==> config.mk <==
export PLATFORM = sky130hd
export DESIGN_NAME = cell_draw_dirty_rect_tracker
export DESIGN_NICKNAME = d
export VERILOG_FILES = /design/src/rtl/core/cdrt_pkg.sv /design/src/rtl/core/cdrt_front.sv /design/src/rtl/core/cdrt_fifo.sv /design/src/rtl/core/cdrt_back.sv /design/src/rtl/core/cell_draw_dirty_rect_tracker.sv
export VERILOG_INCLUDE_DIRS = /design/src /design/src/rtl/core
export SDC_FILE = /design/constraint.sdc
export NUM_CORES = 1
export LEC_CHECK = 0
export ABC_AREA = 1
export ABC_CLOCK_PERIOD_IN_PS = 6000
export BUFFER_PORTS_ARGS = -buffer_cell sky130_fd_sc_hd__buf_2
export CAP_MARGIN = 10
export CORE_MARGIN = 2
export CORE_UTILIZATION = 45
export CTS_CLUSTER_SIZE = 20
export DETAILED_ROUTE_END_ITERATION = 12
export PLACE_DENSITY = 0.66
export SLEW_MARGIN = 30
export SYNTH_ARGS = -nofsm -noshare
export SYNTH_HDL_FRONTEND = slang
export SYNTH_SLANG_ARGS = --single-unit
==> constraint.sdc <==
create_clock -name clk_i -period 6 [get_ports clk_i]
set_clock_uncertainty 0.15 [all_clocks]
set_input_delay 1.2 -clock clk_i [delete_from_list [all_inputs] [get_ports clk_i]]
set_output_delay 1.2 -clock clk_i [all_outputs]
set_load 0.05 [all_outputs]
==> src/rtl/core/assert_macros.svh <==
// assertion helpers shared by the front end and the job queue
// each macro expects clk_i in scope, and CDRT_ASSERT also rst_ni
`ifndef ASSERT_MACROS_SVH
`define ASSERT_MACROS_SVH

// checked only outside reset
`define CDRT_ASSERT(lbl, prop, msg) \
  lbl: assert property (@(posedge clk_i) disable iff (!rst_ni) prop) \
    else $error(msg);

// checked at every edge, reset included
`define CDRT_ASSERT_ALWAYS(lbl, prop, msg) \
  lbl: assert property (@(posedge clk_i) prop) else $error(msg);

`endif

==> src/rtl/core/cdrt_pkg.sv <==
`default_nettype none
// ----------------------------------------------------------------------------
// cdrt_pkg
// Types and constants of the cell draw dirty rectangle tracker.
// ----------------------------------------------------------------------------
package cdrt_pkg;

  localparam logic CMD_DRAW = 1'b0;
  localparam logic CMD_SHOW = 1'b1;

  localparam logic KIND_GLYPH = 1'b0;
  localparam logic KIND_FLUSH = 1'b1;

  localparam logic [7:0] LEVEL_FULL = 8'hFF;
  localparam logic [7:0] LEVEL_DIM  = 8'hAF;

  // configuration register indexes
  localparam int unsigned CFG_IDX_W = 2;
  localparam logic [CFG_IDX_W-1:0] CFG_CELL_WIDTH  = 2'd0;
  localparam logic [CFG_IDX_W-1:0] CFG_CELL_HEIGHT = 2'd1;
  localparam logic [CFG_IDX_W-1:0] CFG_NUM_COLUMNS = 2'd2;
  localparam logic [CFG_IDX_W-1:0] CFG_NUM_LINES   = 2'd3;
  localparam int unsigned CFG_DATA_W = 9;

  // wide enough for the largest column or line limit
  localparam int unsigned LIM_W = 13;

  localparam int unsigned QUEUE_DEPTH = 2;

  localparam int unsigned S_TDATA_W = 48;
  localparam int unsigned M_TDATA_W = 128;

  // one classified command waiting for execution
  typedef struct packed {
    logic        kind;
    logic [7:0]  pos_x;   // column, or left column of the rectangle
    logic [7:0]  pos_y;   // row, or top row of the rectangle
    logic [8:0]  span_x;  // rectangle width in cells, zero for a glyph
    logic [8:0]  span_y;  // rectangle height in cells, zero for a glyph
    logic [2:0]  fg;
    logic [2:0]  bg;
    logic        bold;
    logic [20:0] code;
  } cdrt_job_t;

  function automatic logic [7:0] color_level(input logic on, input logic bold);
    logic [7:0] lvl;
    lvl = 8'd0;
    if (on) begin
      lvl = bold ? LEVEL_FULL : LEVEL_DIM;
    end
    return lvl;
  endfunction

endpackage
`default_nettype wire

==> src/rtl/core/cdrt_front.sv <==
`default_nettype none
// ----------------------------------------------------------------------------
// cdrt_front
// Accepts commands, tracks the dirty rectangle and queues the work.
// ----------------------------------------------------------------------------
`include "assert_macros.svh"

module cdrt_front import cdrt_pkg::*; (
  input  wire logic             clk_i,
  input  wire logic             rst_ni,
  input  wire logic [LIM_W-1:0] num_columns_i,
  input  wire logic [LIM_W-1:0] num_lines_i,
  input  wire logic             s_axis_tvalid,
  output logic                  s_axis_tready,
  // column, row, fore_color, back_color, reverse, bold, char_code, zero pad
  input  wire logic [S_TDATA_W-1:0] s_axis_tdata,
  // cmd
  input  wire logic [0:0]       s_axis_tuser,
  input  wire logic             full_i,
  output logic                  push_o,
  output cdrt_job_t             job_o
);

  logic       dirty_q, dirty_d;
  logic [7:0] left_q, left_d, right_q, right_d;
  logic [7:0] top_q, top_d, bottom_q, bottom_d;

  logic        accept;
  logic        cmd;
  logic [7:0]  col, row;
  logic [2:0]  fore, back;
  logic        rev;
  logic        in_range;

  assign s_axis_tready = !full_i;
  assign accept        = s_axis_tvalid && s_axis_tready;

  assign cmd  = s_axis_tuser[0];
  assign col  = s_axis_tdata[7:0];
  assign row  = s_axis_tdata[15:8];
  assign fore = s_axis_tdata[18:16];
  assign back = s_axis_tdata[21:19];
  assign rev  = s_axis_tdata[22];

  assign in_range = (LIM_W'(col) < num_columns_i) && (LIM_W'(row) < num_lines_i);

  always_comb begin
    dirty_d  = dirty_q;
    left_d   = left_q;
    right_d  = right_q;
    top_d    = top_q;
    bottom_d = bottom_q;
    push_o   = 1'b0;

    job_o        = '0;
    job_o.kind   = KIND_GLYPH;
    job_o.pos_x  = col;
    job_o.pos_y  = row;
    job_o.fg     = rev ? back : fore;
    job_o.bg     = rev ? fore : back;
    job_o.bold   = s_axis_tdata[23];
    job_o.code   = s_axis_tdata[44:24];

    if (accept) begin
      case (cmd)
        CMD_DRAW: begin
          if (in_range) begin
            push_o  = 1'b1;
            dirty_d = 1'b1;
            if (!dirty_q) begin
              left_d   = col;
              right_d  = col;
              top_d    = row;
              bottom_d = row;
            end else begin
              if (col < left_q)   left_d   = col;
              if (col > right_q)  right_d  = col;
              if (row < top_q)    top_d    = row;
              if (row > bottom_q) bottom_d = row;
            end
          end
        end
        CMD_SHOW: begin
          if (dirty_q) begin
            push_o       = 1'b1;
            job_o        = '0;
            job_o.kind   = KIND_FLUSH;
            job_o.pos_x  = left_q;
            job_o.pos_y  = top_q;
            job_o.span_x = 9'(right_q - left_q) + 9'd1;
            job_o.span_y = 9'(bottom_q - top_q) + 9'd1;
            dirty_d  = 1'b0;
            left_d   = '0;
            right_d  = '0;
            top_d    = '0;
            bottom_d = '0;
          end
        end
        default: begin
        end
      endcase
    end
  end

  always_ff @(posedge clk_i or negedge rst_ni) begin
    if (!rst_ni) begin
      dirty_q  <= 1'b0;
      left_q   <= '0;
      right_q  <= '0;
      top_q    <= '0;
      bottom_q <= '0;
    end else begin
      dirty_q  <= dirty_d;
      left_q   <= left_d;
      right_q  <= right_d;
      top_q    <= top_d;
      bottom_q <= bottom_d;
    end
  end

  `CDRT_ASSERT(a_rect_ordered, dirty_q |-> (left_q <= right_q && top_q <= bottom_q),
    "dirty rectangle corners out of order")
  `CDRT_ASSERT(a_show_clears, (accept && cmd == CMD_SHOW) |=> !dirty_q,
    "dirty rectangle not cleared by show")
  `CDRT_ASSERT(a_draw_marks, (accept && cmd == CMD_DRAW && in_range) |=> dirty_q,
    "visible draw did not mark the rectangle dirty")

endmodule
`default_nettype wire

==> src/rtl/core/cdrt_fifo.sv <==
`default_nettype none
// ----------------------------------------------------------------------------
// cdrt_fifo
// Short job queue between the command front end and the result stage.
// ----------------------------------------------------------------------------
`include "assert_macros.svh"

module cdrt_fifo import cdrt_pkg::*; (
  input  wire logic      clk_i,
  input  wire logic      rst_ni,
  input  wire logic      push_i,
  input  cdrt_job_t      job_i,
  input  wire logic      pop_i,
  output cdrt_job_t      head_o,
  output logic           empty_o,
  output logic           full_o
);

  localparam int unsigned PTR_W = (QUEUE_DEPTH > 1) ? $clog2(QUEUE_DEPTH) : 1;
  localparam int unsigned CNT_W = $clog2(QUEUE_DEPTH + 1);

  cdrt_job_t        mem_q [QUEUE_DEPTH];
  logic [PTR_W-1:0] wr_ptr_q, rd_ptr_q;
  logic [CNT_W-1:0] count_q;

  assign empty_o = (count_q == '0);
  assign full_o  = (count_q == CNT_W'(QUEUE_DEPTH));
  assign head_o  = mem_q[rd_ptr_q];

  function automatic logic [PTR_W-1:0] next_ptr(input logic [PTR_W-1:0] p);
    logic [PTR_W-1:0] n;
    n = (p == PTR_W'(QUEUE_DEPTH - 1)) ? '0 : p + PTR_W'(1);
    return n;
  endfunction

  always_ff @(posedge clk_i) begin
    if (push_i) begin
      mem_q[wr_ptr_q] <= job_i;
    end
  end

  always_ff @(posedge clk_i or negedge rst_ni) begin
    if (!rst_ni) begin
      wr_ptr_q <= '0;
      rd_ptr_q <= '0;
      count_q  <= '0;
    end else begin
      if (push_i) wr_ptr_q <= next_ptr(wr_ptr_q);
      if (pop_i)  rd_ptr_q <= next_ptr(rd_ptr_q);
      case ({push_i, pop_i})
        2'b10:   count_q <= count_q + CNT_W'(1);
        2'b01:   count_q <= count_q - CNT_W'(1);
        default: count_q <= count_q;
      endcase
    end
  end

  `CDRT_ASSERT(a_count_bound, count_q <= CNT_W'(QUEUE_DEPTH),
    "job queue count above depth")
  `CDRT_ASSERT(a_no_overflow, push_i |-> !full_o, "push into full job queue")
  `CDRT_ASSERT(a_no_underflow, pop_i |-> !empty_o, "pop from empty job queue")

endmodule
`default_nettype wire

==> src/rtl/core/cdrt_back.sv <==
`default_nettype none
// ----------------------------------------------------------------------------
// cdrt_back
// Scales queued jobs to pixels, expands colors and holds the result.
// ----------------------------------------------------------------------------
module cdrt_back import cdrt_pkg::*; (
  input  wire logic       clk_i,
  input  wire logic       rst_ni,
  input  wire logic [6:0] cell_w_i,
  input  wire logic [6:0] cell_h_i,
  input  cdrt_job_t       head_i,
  input  wire logic       empty_i,
  output logic            pop_o,
  output logic            m_axis_tvalid,
  input  wire logic       m_axis_tready,
  // pix_x, pix_y, rect_w, rect_h, fg_red, fg_green, fg_blue,
  // bg_red, bg_green, bg_blue, glyph_code, zero pad
  output logic [M_TDATA_W-1:0] m_axis_tdata,
  // kind
  output logic [0:0]      m_axis_tuser
);

  logic                 valid_q;
  logic [M_TDATA_W-1:0] data_q, data_d;
  logic                 kind_q;

  logic [14:0] px_prod, py_prod;
  logic [15:0] rw_prod, rh_prod;

  assign pop_o = !empty_i && (!valid_q || m_axis_tready);

  assign px_prod = 15'(head_i.pos_x) * 15'(cell_w_i);
  assign py_prod = 15'(head_i.pos_y) * 15'(cell_h_i);
  assign rw_prod = 16'(head_i.span_x) * 16'(cell_w_i);
  assign rh_prod = 16'(head_i.span_y) * 16'(cell_h_i);

  always_comb begin
    data_d           = '0;
    data_d[13:0]     = px_prod[13:0];
    data_d[27:14]    = py_prod[13:0];
    data_d[42:28]    = rw_prod[14:0];
    data_d[57:43]    = rh_prod[14:0];
    data_d[65:58]    = color_level(head_i.fg[0], head_i.bold);
    data_d[73:66]    = color_level(head_i.fg[1], head_i.bold);
    data_d[81:74]    = color_level(head_i.fg[2], head_i.bold);
    data_d[89:82]    = color_level(head_i.bg[0], head_i.bold);
    data_d[97:90]    = color_level(head_i.bg[1], head_i.bold);
    data_d[105:98]   = color_level(head_i.bg[2], head_i.bold);
    data_d[126:106]  = head_i.code;
  end

  always_ff @(posedge clk_i or negedge rst_ni) begin
    if (!rst_ni) begin
      valid_q <= 1'b0;
    end else if (pop_o) begin
      valid_q <= 1'b1;
    end else if (m_axis_tready) begin
      valid_q <= 1'b0;
    end
  end

  always_ff @(posedge clk_i) begin
    if (pop_o) begin
      data_q <= data_d;
      kind_q <= head_i.kind;
    end
  end

  assign m_axis_tvalid   = valid_q;
  assign m_axis_tdata    = data_q;
  assign m_axis_tuser[0] = kind_q;

endmodule
`default_nettype wire

==> src/rtl/core/cell_draw_dirty_rect_tracker.sv <==
`default_nettype none
// ----------------------------------------------------------------------------
// cell_draw_dirty_rect_tracker
// Text cell front end: glyph draw requests and dirty rectangle flushes.
// ----------------------------------------------------------------------------
// Takes one command per clock while the job queue is not full. A visible draw
// widens the dirty rectangle and yields a glyph request at the cell's pixel
// position with expanded colors; a show yields the dirty rectangle in pixels
// and clears it. Off-screen draws and shows with nothing dirty are taken and
// give no result. The front end classifies a taken command and writes its job
// into a two-entry job queue; the back end multiplies the queued job by the
// cell size and loads the output register. Throughput is one item per cycle
// while the output side keeps tready high; when it stalls, the output register
// and the two-entry queue hold up to three results before s_axis_tready drops.
// Write the configuration only while the block is idle.
// ----------------------------------------------------------------------------
module cell_draw_dirty_rect_tracker import cdrt_pkg::*; #(
  parameter int unsigned MAX_COLUMNS   = 256,
  parameter int unsigned MAX_LINES     = 256,
  parameter int unsigned MAX_CELL_SIZE = 64
) (
  input  wire logic                  clk_i,
  input  wire logic                  rst_ni,
  input  wire logic                  cfg_we_i,
  input  wire logic [CFG_IDX_W-1:0]  cfg_idx_i,
  input  wire logic [CFG_DATA_W-1:0] cfg_data_i,
  input  wire logic                  s_axis_tvalid,
  output logic                       s_axis_tready,
  // column, row, fore_color, back_color, reverse, bold, char_code, zero pad
  input  wire logic [S_TDATA_W-1:0]  s_axis_tdata,
  // cmd
  input  wire logic [0:0]            s_axis_tuser,
  output logic                       m_axis_tvalid,
  input  wire logic                  m_axis_tready,
  // pix_x, pix_y, rect_w, rect_h, fg_red, fg_green, fg_blue,
  // bg_red, bg_green, bg_blue, glyph_code, zero pad
  output logic [M_TDATA_W-1:0]       m_axis_tdata,
  // kind
  output logic [0:0]                 m_axis_tuser
);

  logic [6:0] cell_width_q, cell_height_q;
  logic [8:0] num_columns_q, num_lines_q;

  logic [6:0]       cw_sat, ch_sat;
  logic [LIM_W-1:0] ncols_sat, nlines_sat;

  cdrt_job_t push_job, head_job;
  logic      push, pop, q_empty, q_full;

  always_ff @(posedge clk_i or negedge rst_ni) begin
    if (!rst_ni) begin
      cell_width_q  <= 7'd8;
      cell_height_q <= 7'd16;
      num_columns_q <= 9'd80;
      num_lines_q   <= 9'd25;
    end else if (cfg_we_i) begin
      case (cfg_idx_i)
        CFG_CELL_WIDTH:  cell_width_q  <= cfg_data_i[6:0];
        CFG_CELL_HEIGHT: cell_height_q <= cfg_data_i[6:0];
        CFG_NUM_COLUMNS: num_columns_q <= cfg_data_i;
        CFG_NUM_LINES:   num_lines_q   <= cfg_data_i;
        default: begin
        end
      endcase
    end
  end

  // clamp the registers to the build limits
  assign cw_sat = (9'(cell_width_q) > 9'(MAX_CELL_SIZE)) ? 7'(MAX_CELL_SIZE) : cell_width_q;
  assign ch_sat = (9'(cell_height_q) > 9'(MAX_CELL_SIZE)) ? 7'(MAX_CELL_SIZE) : cell_height_q;
  assign ncols_sat  = (LIM_W'(num_columns_q) > LIM_W'(MAX_COLUMNS)) ?
                      LIM_W'(MAX_COLUMNS) : LIM_W'(num_columns_q);
  assign nlines_sat = (LIM_W'(num_lines_q) > LIM_W'(MAX_LINES)) ?
                      LIM_W'(MAX_LINES) : LIM_W'(num_lines_q);

  cdrt_front u_front (
    .clk_i         (clk_i),
    .rst_ni        (rst_ni),
    .num_columns_i (ncols_sat),
    .num_lines_i   (nlines_sat),
    .s_axis_tvalid (s_axis_tvalid),
    .s_axis_tready (s_axis_tready),
    .s_axis_tdata  (s_axis_tdata),
    .s_axis_tuser  (s_axis_tuser),
    .full_i        (q_full),
    .push_o        (push),
    .job_o         (push_job)
  );

  cdrt_fifo u_fifo (
    .clk_i   (clk_i),
    .rst_ni  (rst_ni),
    .push_i  (push),
    .job_i   (push_job),
    .pop_i   (pop),
    .head_o  (head_job),
    .empty_o (q_empty),
    .full_o  (q_full)
  );

  cdrt_back u_back (
    .clk_i         (clk_i),
    .rst_ni        (rst_ni),
    .cell_w_i      (cw_sat),
    .cell_h_i      (ch_sat),
    .head_i        (head_job),
    .empty_i       (q_empty),
    .pop_o         (pop),
    .m_axis_tvalid (m_axis_tvalid),
    .m_axis_tready (m_axis_tready),
    .m_axis_tdata  (m_axis_tdata),
    .m_axis_tuser  (m_axis_tuser)
  );

endmodule
`default_nettype wire
# Word level (Yosys, flattened, before mapping)
# Memories as Yosys holds them, arrays and structs flattened.
# Index checks and enable logic that the tools add are counted.
[classes]
add_sub_neg = 8
multipliers = 4
n_lt_le_gt_ge = 10
eq_ne = 12
muxes = 40
bitwise = 1
n_reduce_logical = 20
[op_table]
columns = ["cell", "count"]
rows = [
  ["two-way mux 63 bit", 3],
  ["two-way mux 8 bit", 13],
  ["one-hot mux 8 bit (2 select lines)", 4],
  ["multiplier 9 x 7 -> 15 bit", 2],
  ["multiplier 8 x 7 -> 14 bit", 2],
  ["two-way mux 7 bit", 3],
  ["adder 9 x 1 -> 9 bit, second input constant", 2],
  ["greater-than comparator 9 bit, second input constant", 2],
  ["less-than comparator 8 x 9 -> 1 bit", 2],
  ["two-way mux 9 bit", 2],
  ["subtractor 8 x 8 -> 9 bit", 2],
  ["greater-than comparator 8 bit", 2],
  ["less-than comparator 8 bit", 2],
  ["AND reduction 4 bit", 4],
  ["greater-than comparator 7 bit, second input constant", 2],
  ["inequality test 3 bit, second input constant", 4],
  ["two-way mux 1 bit", 10],
  ["AND reduction 2 bit", 5],
  ["== test 2 bit, second input constant", 4],
  ["two-way mux 3 bit", 2],
  ["== test 2 x 1 -> 1 bit, second input constant", 2],
  ["zero test 2 bit", 2],
  ["inequality test 2 x 1 -> 1 bit, second input constant", 2],
  ["one-hot mux 1 bit (2 select lines)", 2],
  ["9 further kinds", 15],
]
[totals]
ff_bits = 198
ramBits = 126
input_bits = 65
output_inout_bits = 131
word_cells = 117
memories = 1
[mem_list]
columns = ["name", "depth", "width", "read_ports", "rd_clocked_by_memory_dff", "write_ports", "line_no", "source"]
rows = [
  ["u_fifo.mem_q", 2, 63, 1, 0, 1, "cdrt_fifo.sv:22", "cdrt_job_t mem_q [QUEUE_DEPTH];"],
]

# Logic depth before layout (Yosys ltp)
[depth]
ltp_word = 9
depth_mapped = 24
mapped_depth_nobuf = 23

# Hierarchy
# Synthesis repeated with hierarchy kept, for this count alone.
[unflattened]
hier_cells = 2648
hier_area_um2 = 21998.6
[modules_own_cells]
columns = ["mod", "n_inst", "cells_per_inst", "area_per_inst_um2", "seq_area_each_um2"]
rows = [
  ["cdrt_back", 1, 1451, 11527.3, 2787.7],
  ["cdrt_fifo", 1, 353, 4873.4, 3883.7],
  ["cdrt_front", 1, 638, 4047.6, 825.8],
  ["cell_draw_dirty_rect_tracker", 1, 206, 1550.2, 809.5],
]

# Worst setup path before layout
# Ideal clock, no wire load.
[synth_timing]
path_kind = "input port to flip-flop"
start = "input port m_axis_tready"
end = "register u_fifo.count_q[1]"
setup_time_ns = 0.131
t_arrival_ns = 7.023
t_required_ns = 5.719
setup_slack_ns = -1.303
path_stages = 6
path_buffers = 0
cell_sequence = "nor2_1 a21oi_1 ha_1 a21oi_1 o21ai_0 xor2_1"
[synth_between]
elab_chain_len = 4
word_cells_on_any_way = 6
cone_classes = "eq/ne (2); mux (1); reduce/logical (3)"
[synth_rtl]
columns = ["item", "line_no", "source"]
rows = [
  ["from (decl)", "cell_draw_dirty_rect_tracker.sv:34", "input wire logic m_axis_tready,"],
  ["logical OR 1 bit (*)", "cdrt_back.sv:30", "assign pop_o = !empty_i && (!valid_q || m_axis_tready);"],
  ["logical AND 1 bit (*)", "cdrt_back.sv:30", ""],
  ["via pop", "cell_draw_dirty_rect_tracker.sv:49", "logic push, pop, q_empty, q_full;"],
  ["== test 2 x 1 -> 1 bit or == test 2 bit (tied branches)", "cdrt_fifo.sv:50", "case ({push_i, pop_i})"],
  ["one-hot mux 2 bit (2 select lines) or nonzero test 2 bit (tied branches)", "--", ""],
  ["to (signal assigned)", "cdrt_fifo.sv:51", "2'b10: count_q <= count_q + CNT_W'(1);"],
  ["to (signal assigned)", "cdrt_fifo.sv:52", "2'b01: count_q <= count_q - CNT_W'(1);"],
  ["to (signal assigned)", "cdrt_fifo.sv:53", "default: count_q <= count_q;"],
  ["to (decl)", "cdrt_fifo.sv:24", "logic [CNT_W-1:0] count_q;"],
]
# The timed path passes the listed nets; every way through them passes the cells marked *.
# A chain may end at the register's enable or synchronous reset.

# Worst setup path in the final report
[layout_timing]
start = "register cell_height_q[2]"
end = "register u_back.data_q[57], in the netlist u_back.m_axis_tdata[57], data pin"
[layout_between]
elab_chain_len = 3
[layout_rtl]
columns = ["item", "line_no", "source"]
rows = [
  ["from (decl)", "cell_draw_dirty_rect_tracker.sv:42", "logic [6:0] cell_width_q, cell_height_q;"],
  ["from (signal assigned)", "cell_draw_dirty_rect_tracker.sv:60", "CFG_CELL_HEIGHT: cell_height_q <= cfg_data_i[6:0];"],
  ["greater-than comparator 7 bit", "cell_draw_dirty_rect_tracker.sv:71", "assign ch_sat = (9'(cell_height_q) > 9'(MAX_CELL_SIZE)) ? 7'(MAX_CELL_SIZE) : cell_height_q;"],
  ["two-way mux 7 bit (*)", "cell_draw_dirty_rect_tracker.sv:71", ""],
  ["multiplier 9 x 7 -> 15 bit (*)", "cdrt_back.sv:35", "assign rh_prod = 16'(head_i.span_y) * 16'(cell_h_i);"],
  ["via u_back.data_d[57]", "cdrt_back.sv:24", "logic [M_TDATA_W-1:0] data_q, data_d;"],
  ["to (signal assigned)", "cdrt_back.sv:64", "data_q <= data_d;"],
  ["to (decl)", "cdrt_back.sv:24", ""],
]
# Marks and branches as above.

==> summary.txt <==
Syn-to-layout area delta - 12.8%
R2R Path Start - cell_height_q[2]
Yosys reg bits - 288
CORE AREA - 44,100 µm²
Die Y - 215 µm
Combinational family with the most area after synthesis - adder cells
Post-CTS setup buffer count - 0
Min-delay worst type - reg2reg
Vias post-DR - 14,600
Fin cells - 2,893
Critical path buffers and inverters - 2
Crit path cell chain - or2_2 -> o41ai_4 -> nand2_2 -> nor2_1 -> fa_1 -> fa_1 -> fa_1 -> inv_1 -> fa_1 -> inv_1 -> ha_1 -> a21oi_1 -> o21ai_0 -> a21oi_1 -> o21ai_0 -> xor2_1
Post-synth ARST share - 24.3%
Hold path start - u_front.right_q[1]
Dpl cells - 2,832
Arr. time, crit path - 5550 ps
Std-Cell Rows - 77
TritonCTS buffer count - 34
Slew Viols, Final - 0
Ant diodes - 0
Skew-Pair Late Insertion Delay - 550 ps
Mux contribution to synthesized area - 0.735%
Cts hold-fix bufs - 0
Final setup TNS - 0 ps
Crit Path Max Fanout - 17
Status - finished, final reports clean
Syn_nets - 2,498
Clock Path Buffers - 3
Post-synthesis adder-cell area fraction - 24.9%
Syn. warnings - 0
CP peak stage delay - 510 ps
Post-DP HPWL - 33.1 mm
Root buffer cell - clkbuf_16
Vias/cell - 5.03
Gate Count Post-Synth - 2,108
Power Density - 590 nW/µm²
# port buffers - 191
Final period util - 90.2%
Vias in the first global route - 14,800
Xor-xnor portion of the synthesized cell area - 2.66%
First DRT Iteration DRCs - 864
Synthesized cell area - 20,100 µm²
Largest net degree at the start of global routing - 76
Most frequent CP cell - fa_1
Slowest CP cell - fa_1
Fill cell count - 4,140
H-tree Lvls - 2
Register area - 8310 µm²
EDFF count, synth - 218
Worst setup SP type - register
Critical setup path kind - reg2reg
Max_slew headroom - 44.0%
CP required - 6140 ps
WL final - 44.2 mm
Synth Area in Compound Gates - 6.02%
Yosys top cell area share - 32.6%
CP top delay family - adder cells
Mean Syn Cell Area - 9.53 µm²
Wire per inst - 15.3 µm
Synth area leaders - edfxtp_1, ha_1, fa_1, dfrtp_1, nand2_1
Setup crit end kind - register
Die width - 215 µm
Measured slew at the worst slew-check pin - 839 ps
Max IR drop VDD - 0.000422 V
Netlist cell types - 35
Period minus WS final - 5410 ps
Sequential fraction of the synthesis area - 41.4%
Lkg Pwr - 0.0112 µW
DRT Pass-1 Iters - 5
Reg clk slew, reported paths - 60 ps
ANT nets after route - 0
Max_cap viols - 0
RD Place Congestion - 0.862
Initial antenna violation count - 4
Post-Synth Simple-Gate Area - 15.7%
CTS resizes - 0
Initial Utilization - 45.5%
CTS tree - yes
Setup crit start - cell_height_q[2]
Multi-input logic area - 10,100 µm²
Nets - 2,666
GRT Overall Usage - 19.7%
Clk sink count - 288
Unrepaired setup endpoints after global routing - false
Setup-failing EPs final - 0
DIE AREA - 46,300 µm²
Io pins - 196
Residual DRC - 0
Yosys top cell by area - edfxtp_1
Global-route wire length before repair - 74.1 mm
Final hold violation count - 0
Top_reg_cell synth - edfxtp_1
Layout cells sized above 1 - 13.6%
Gr ovfl total - 0
Fmax - 185 MHz
## cells in the mapped netlist (2+ instances only)
cell type    n
a211oi_1     9
a21o_1       5
a21oi_1     83
buf_2       10
buf_4       39
buf_6        4
clkbuf_1    34
dfrtp_1     63
dfstp_2      7
edfxtp_1   218
fa_1       124
ha_1       201
inv_1      321
mux2_2       6
mux2i_1      8
nand2_1    389
nand2_2      3
nand3_1     35
nand3_2      2
nand4_1     44
nor2_1     297
nor3_1       3
o21a_1       6
o21ai_0    116
o21ai_2      2
or2_2       11
xnor2_1     23
xor2_1      38
## sequential cells by signal (all words and copies together), names as in the netlist
signal and cells:
u_fifo.mem_q 126, u_back.m_axis_tdata 91, num_columns_q 9, num_lines_q 9
u_front.bottom_q 8, u_front.left_q 8, u_front.right_q 8, u_front.top_q 8
cell_height_q 7, cell_width_q 7, u_fifo.count_q 2, u_back.m_axis_tuser 1
u_back.m_axis_tvalid 1, u_fifo.rd_ptr_q 1, u_fifo.wr_ptr_q 1, u_front.dirty_q 1
## where the power goes
part | internal [µW] | switching [µW]
clock | 1190 | 863
combinational | 2440 | 5430
sequential | 3130 | 310
## worst paths after layout
check / cells after the start / endpoint / slack, ps
worst max-delay path: 16 / u_back.m_axis_tdata[57] / 590
worst min-delay path: 2 / u_front.right_q[1] / 330
worst max register to register: 16 / u_back.m_axis_tdata[57] / 590
worst min register to register: 2 / u_front.right_q[1] / 330
max in group asynchronous: 2 / u_fifo.rd_ptr_q / 4570
min in group asynchronous: 2 / u_fifo.count_q[1] / 610
## stage by stage
step	hold slack [ps]	utilization [%]	total power (µW)	worst slack (ps)	instance area (µm²)
6_report	332	51.3	13400	588	22700
5_1_grt	368	51.3	14600	173	22700
4_1_cts	334	51.3	13500	606	22700
3_5_place_dp	321	48.8	11300	608	21500
3_3_place_gp	304	48.8	11100	619	21500
2_1_floorplan	292	-	9660	442	20100
## layout by cell type, fill, tap and decap left out, types with 3 or more instances in the layout
cell	netlist	final
clkbuf_8	0	3
clkbuf_16	0	34
dfrtp_1	63	62
nand2_2	3	3
clkinv_2	0	6
xnor2_1	23	23
buf_4	39	26
o21ai_0	116	116
mux2i_1	8	8
dfstp_2	7	7
xor2_1	38	38
clkinv_4	0	4
nand2_1	389	389
fa_1	124	124
o21a_1	6	6
nor2_1	297	296
edfxtp_1	218	218
a211oi_1	9	9
buf_2	10	191
nand4_1	44	44
ha_1	201	201
a21o_1	5	5
clkbuf_1	34	6
nor3_1	3	3
nand3_1	35	35
a21oi_1	83	81
mux2_2	6	6
inv_1	321	320
or2_2	11	11
## logic make-up after synthesis
| logic type | count (synthesis) |
|---|---|
| compound gates | 225 |
| xor+xnor | 61 |
| fa+ha+maj | 325 |
| buf+inv | 409 |
| flops | 288 |
| mux | 14 |
| other cells | 1 |
| simple gates | 785 |
## routing by layer
metal	up-vias	share of wire (%)	GRT usage, %
met2	382	45	31.6
met1	6973	46	27.3
li1	7119	-	-
met3	74	5.7	3.88
met4	2	2.3	5.36
met5	-	0.027	0
## cell type report
class | instances | share of cell area [%]
Clock buffer | 43 | 4.04
Clock inverter | 18 | 0.900
Timing Repair Buffer | 220 | 5.31
Multi-Input combinational cell | 1411 | 44.5
Tap cell | 592 | 3.27
Inverter | 321 | 5.32
Sequential cell | 288 | 36.7
## worst min-delay path: cells and delay by family, from the launching register on
family | cells | cell delay, ps
flops | 1 | 340
simple gates | 2 | 100
Power figures use the tool's default switching activity.
